## config.mk

```make
export PLATFORM = sky130hd
export DESIGN_NAME = pee_ctrl
export DESIGN_NICKNAME = d
export VERILOG_FILES = /design/src/rtl/pee_pkg.sv /design/src/rtl/pee_ctrl.sv
export SDC_FILE = /design/constraint.sdc
export NUM_CORES = 1
export LEC_CHECK = 0
export CAP_MARGIN = 20
export CORE_MARGIN = 2
export CORE_UTILIZATION = 55
export CTS_BUF_LIST = sky130_fd_sc_hd__clkbuf_8
export CTS_CLUSTER_DIAMETER = 30
export DETAILED_ROUTE_END_ITERATION = 7
export DONT_BUFFER_PORTS = 1
export PLACE_DENSITY = 0.7
export SYNTH_ARGS = -nofsm -noshare
export SYNTH_HDL_FRONTEND = slang
export SYNTH_SLANG_ARGS = --single-unit
```

## constraint.sdc

```tcl
create_clock -name clk -period 4.4 [get_ports clk]
set_input_delay 0.88 -clock clk [delete_from_list [all_inputs] [get_ports clk]]
set_output_delay 0.88 -clock clk [all_outputs]
set_load 0.1 [all_outputs]
```

## src/rtl/pee_pkg.sv

```systemverilog
package pee_pkg;

	localparam int MaxTokens = 256;
	localparam int IdxW = $clog2(MaxTokens);
	localparam int CntW = IdxW + 1;
	localparam int CapW = 9;

	localparam logic [2:0] KIND_NUM = 3'd0;
	localparam logic [2:0] KIND_ADD = 3'd1;
	localparam logic [2:0] KIND_SUB = 3'd2;
	localparam logic [2:0] KIND_MUL = 3'd3;
	localparam logic [2:0] KIND_DIV = 3'd4;

	localparam logic [2:0] ST_OK      = 3'd0;
	localparam logic [2:0] ST_SHORT   = 3'd1;
	localparam logic [2:0] ST_INVALID = 3'd2;
	localparam logic [2:0] ST_DIVZERO = 3'd3;
	localparam logic [2:0] ST_EMPTY   = 3'd4;

	typedef struct packed {
		logic       store;     // write the incoming token
		logic       start;     // begin the evaluation pass
		logic       tok_rd;    // read token at index
		logic       exec;      // act on the fetched token
		logic       pop_a;     // read top into operand a
		logic       pop_b;     // read top into operand b
		logic       do_op;     // compute and push
		logic       div_go;    // start the divider
		logic       finish;    // read the answer from the stack top
		logic       clear;     // drop the result after delivery
	} cmd_t;

	typedef struct packed {
		logic       tokens_left;
		logic       is_num;
		logic       is_div;
		logic       is_inv;
		logic       short_a;
		logic       short_b;
		logic       div_done;
	} sts_t;

endpackage

```

## src/rtl/pee_ctrl.sv

```systemverilog
module pee_ctrl (
	input  logic             clk,
	input  logic             arst_n,
	input  logic             in_fire,
	input  logic             in_last,
	input  pee_pkg::sts_t    sts,
	input  logic [31:0]      dp_answer,
	input  logic             dp_empty,
	output pee_pkg::cmd_t    cmd,
	output logic             in_ready,
	output logic             out_valid,
	input  logic             out_ready,
	output logic [31:0]      answer,
	output logic [2:0]       status
);
	typedef enum logic [9:0] {
		S_LOAD  = 10'b0000000001,
		S_FETCH = 10'b0000000010,
		S_EXEC  = 10'b0000000100,
		S_POPA  = 10'b0000001000,
		S_POPB  = 10'b0000010000,
		S_OP    = 10'b0000100000,
		S_DIV   = 10'b0001000000,
		S_FIN   = 10'b0010000000,
		S_FIN2  = 10'b0100000000,
		S_OUT   = 10'b1000000000
	} state_t;

	state_t state_q;
	logic [31:0] ans_q;
	logic [2:0]  st_q;
	logic [31:0] b_seen_q;

	always_comb begin
		cmd = '0;
		cmd.store = in_fire;
		cmd.start = in_fire && in_last;
		cmd.tok_rd = state_q == S_FETCH && sts.tokens_left;
		cmd.exec = state_q == S_EXEC;
		cmd.pop_a = state_q == S_EXEC && !sts.is_num;
		cmd.pop_b = state_q == S_POPA;
		cmd.finish = state_q == S_FETCH && !sts.tokens_left;
		cmd.div_go = state_q == S_OP && sts.is_div && b_seen_q != '0;
		cmd.do_op = (state_q == S_OP && !sts.is_div && !sts.is_inv) ||
			(state_q == S_DIV && sts.div_done);
		cmd.clear = state_q == S_OUT && out_ready;
	end

	always_ff @(posedge clk or negedge arst_n) begin
		if (!arst_n) begin
			state_q <= S_LOAD;
			st_q <= pee_pkg::ST_OK;
			ans_q <= '0;
		end else begin
			unique case (state_q)
				S_LOAD: if (in_fire && in_last) state_q <= S_FETCH;
				S_FETCH: state_q <= sts.tokens_left ? S_EXEC : S_FIN;
				S_EXEC: begin
					if (sts.is_num) state_q <= S_FETCH;
					else if (sts.short_a) begin
						st_q <= pee_pkg::ST_SHORT;
						state_q <= S_OUT;
					end else state_q <= S_POPA;
				end
				S_POPA: if (sts.short_b) begin
					st_q <= pee_pkg::ST_SHORT;
					state_q <= S_OUT;
				end else state_q <= S_POPB;
				S_POPB: state_q <= S_OP;
				S_OP: begin
					if (sts.is_inv) begin
						st_q <= pee_pkg::ST_INVALID;
						state_q <= S_OUT;
					end else if (sts.is_div && b_seen_q == '0) begin
						st_q <= pee_pkg::ST_DIVZERO;
						state_q <= S_OUT;
					end else if (sts.is_div) state_q <= S_DIV;
					else state_q <= S_FETCH;
				end
				S_DIV: if (sts.div_done) state_q <= S_FETCH;
				S_FIN: state_q <= S_FIN2;
				S_FIN2: begin
					st_q <= dp_empty ? pee_pkg::ST_EMPTY : pee_pkg::ST_OK;
					ans_q <= dp_answer;
					state_q <= S_OUT;
				end
				S_OUT: if (out_ready) state_q <= S_LOAD;
				default: state_q <= S_LOAD;
			endcase
		end
	end

	// Track operand b: stack read data arrives the cycle after the pop
	always_ff @(posedge clk) begin
		if (state_q == S_POPB) b_seen_q <= dp_answer;
	end

	assign in_ready = state_q == S_LOAD;
	assign out_valid = state_q == S_OUT;
	assign status = st_q;
	assign answer = (st_q == pee_pkg::ST_OK) ? ans_q : 32'd0;
endmodule

```

==> impl_metrics.yaml <==
synth:
  synthMuxAreaShare_pct: 13.6
  synth_area_per_cell_um2: 13.7
  yosys.area.top_type: "dfrtp_1"
  synthSimpleGateAreaFrac_pct: 18.7
  async_flop_share_pct: 58.4
  syn_nets: 295
  synth.most_common_cell: "dfrtp_1"
  synthXorXnorAreaFrac_pct: 0.766
  ys_seq_area_share_pct: 60.9
  synth.area.top_cells: "dfrtp_1, edfxtp_1, mux2_4"
  synth_compound_area_share_pct: 3.25
  yosysWarnings: 0
  synth_cell_types: 42
  synthesis.area_um2: 3430
  syn-instance-count: 250
  yosys_most_used_dff: "dfrtp_1"
  synth_seq_cells: 77
  synth_top_cells_by_count: "dfrtp_1, and2_1, edfxtp_1, mux2_4, nor2_1"
  synth_top_family_by_area: "simple AND/OR/NAND/NOR gates"
  yosysTopAreaCellShare_pct: 32.1
  synth-edff-count: 32
  synth_fa_ha_area_share_pct: 0
final_layout:
  drive_gt1_share_pct: 33.8
  area_growth_pct: 17.3
  nets: 339
  final_core_util_pct: 67.1
  antenna_cells_inserted: 0
timing:
  worst_pin_slew_ns: 1.01
  finalCritPeriodShare_pct: 82.0
  skew_ns: 0.0107
  fin_setup_tns_ns: 0
  finalSetupViolCount: 0
  period_minus_slack_ns: 3.61
  rsz0062_at_grt: "false"
  fmax_mhz: 277
  slew_headroom_pct: 32.9
  slew_viol_final: 0
  finalHoldViolations: 0
power_and_ir_drop:
  powerDensity_nw_per_um2: 734
  peakVddDrop_uv: 541
  power_leakage_nw: 1.79
worst_setup_path:
  cp.arrival_ns: 2.73
  critPathCaptureType: "output port"
  r2r_start: "state_q[9]$_DFFE_PN0P_"
  path_max_fanout: 10
  r2r_end: "b_seen_q[24]$_DFFE_PP_"
  reg2reg_depth: 4
  rrSetupSlack_ns: 1.61
  cp.required_ns: 3.52
  crit_type: "register to output port"
  crit_path_start_kind: "register"
cts:
  cts_resized: 0
  clk_pin_slew_ns: 0.08
  ctsRootBufferMaster: "clkbuf_8"
  h-tree-depth: 3
  post-cts-setup-buffers: 0
  cts.sinks: 77
  insertion_delay_ns: 0.34
  cts_inserted_buffers: 9
  ctsHoldBuffers: 0
  cts_max_path_buffers: 2
  cts_tree: "built"
route:
  vias_per_cell: 5.66
  ant_nets: 0
  first_pass_iters: 4
  wirelength_um: 6500
  drc: 0
  wl_per_cell_um: 17.4
  drt_iter0_drc: 112
  dr_total_vias: 2117
grt:
  overflow: 0
  grt_usage_pct: 19.7
  antenna_found_initial: 0
  grt_max_degree: 46
  grt_pass1_vias: 2152
  grt_pass1_wl_um: 10700
floorplan:
  die_x_um: 83.0
  placeableCoreArea_um2: 5990
  rows: 28
  pin_count: 92
  die_y_um: 83.0
  initial_core_util_pct: 57.3
  dieArea_um2: 6890
flow_run:
  maxCapViolCount: 0
min_path:
  hp-class: "primary input to async pin"
place:
  place_congestion: 0.807
  port_buffers: 0
  dp_hpwl_um: 4520
status:
  status: "completed"
flip-flops by register name (all words and copies together), names as in the netlist:
signal,flops
ans_q,32
b_seen_q,32
state_q,10
status,3
metrics by stage:
step	instance area [um^2]	power (mW)	setup WS, ns	cells	hold slack [ns]
after global placement	3820	2.43	1.20	358	0.480
after detailed placement	3820	2.45	1.17	358	0.485
final	4020	2.95	0.791	374	0.228
after CTS	4020	2.98	0.777	374	0.205
after floorplan	3440	2.19	0.632	250	0.470
after global routing	4020	3.08	0.681	374	0.191
worst max path at each step:
stage                     cells after the start              startpoint  endpoint  slack [ns]
after floorplan                               2  state_q[0]$_DFFE_PN1P_  in_ready        0.63
after global placement                        5  state_q[9]$_DFFE_PN0P_    cmd[3]        1.20
after detailed placement                      5  state_q[9]$_DFFE_PN0P_    cmd[3]        1.17
after CTS                                     5  state_q[9]$_DFFE_PN0P_    cmd[3]        0.78
after global routing                          5  state_q[9]$_DFFE_PN0P_    cmd[3]        0.68
final                                         5  state_q[9]$_DFFE_PN0P_    cmd[3]        0.79
report_power, final:
part | total [mW] | switching [mW] | internal [mW] | leakage (nW)
sequential | 1.05 | 0.157 | 0.893 | 0.832
combinational | 1.38 | 0.990 | 0.393 | 0.854
clock | 0.520 | 0.243 | 0.276 | 0.105
metal layers:
layer / wire length [um] / global-route usage (%) / share of wire (%) / vias up
li1: - / - / - / 997
met1: 2850 / 25.2 / 44 / 1034
met2: 3080 / 30.9 / 47 / 82
met3: 539 / 8.95 / 8.3 / 4
met4: 33 / 5.07 / 0.51 / 0
met5: 0 / 0 / 0 / -
critical path: stages, from the launching register on:
cell and delay [ns]:
dfrtp_1 0.44, or4_1 0.74, or3_1 0.48, or3_1 0.36, o21ai_2 0.07, buf_4 0.29
placed cells by master (no fill, tap or decap), drive strengths merged, types with 7 or more instances in the layout:
| master | instances |
|---|---|
| nor3 | 7 |
| nor2 | 13 |
| dfrtp | 44 |
| edfxtp | 32 |
| and2 | 36 |
| nor4 | 11 |
| mux2 | 32 |
| nand2 | 9 |
| buf | 44 |
| clkbuf | 10 |
| inv | 9 |
cell type report:
type,count,area [um^2]
Clock buffer,10,138
Clock inverter,6,62.6
Fill cell,438,1970
Inverter,6,22.5
Multi-Input combinational cell,156,1290
Sequential cell,77,2090
Tap cell,75,93.8
Timing Repair Buffer,44,330
cells by family (layout without fill, tap and decap cells):
group | count (synthesis) | after routing
buffers and inverters | 17 | 66
AOI/OAI and AO/OA | 15 | 15
xor gates and xnor gates | 3 | 3
DFF | 77 | 77
muxes | 32 | 32
and+or+nand+nor | 106 | 106
No activity file was read; power rests on OpenSTA's default activity.
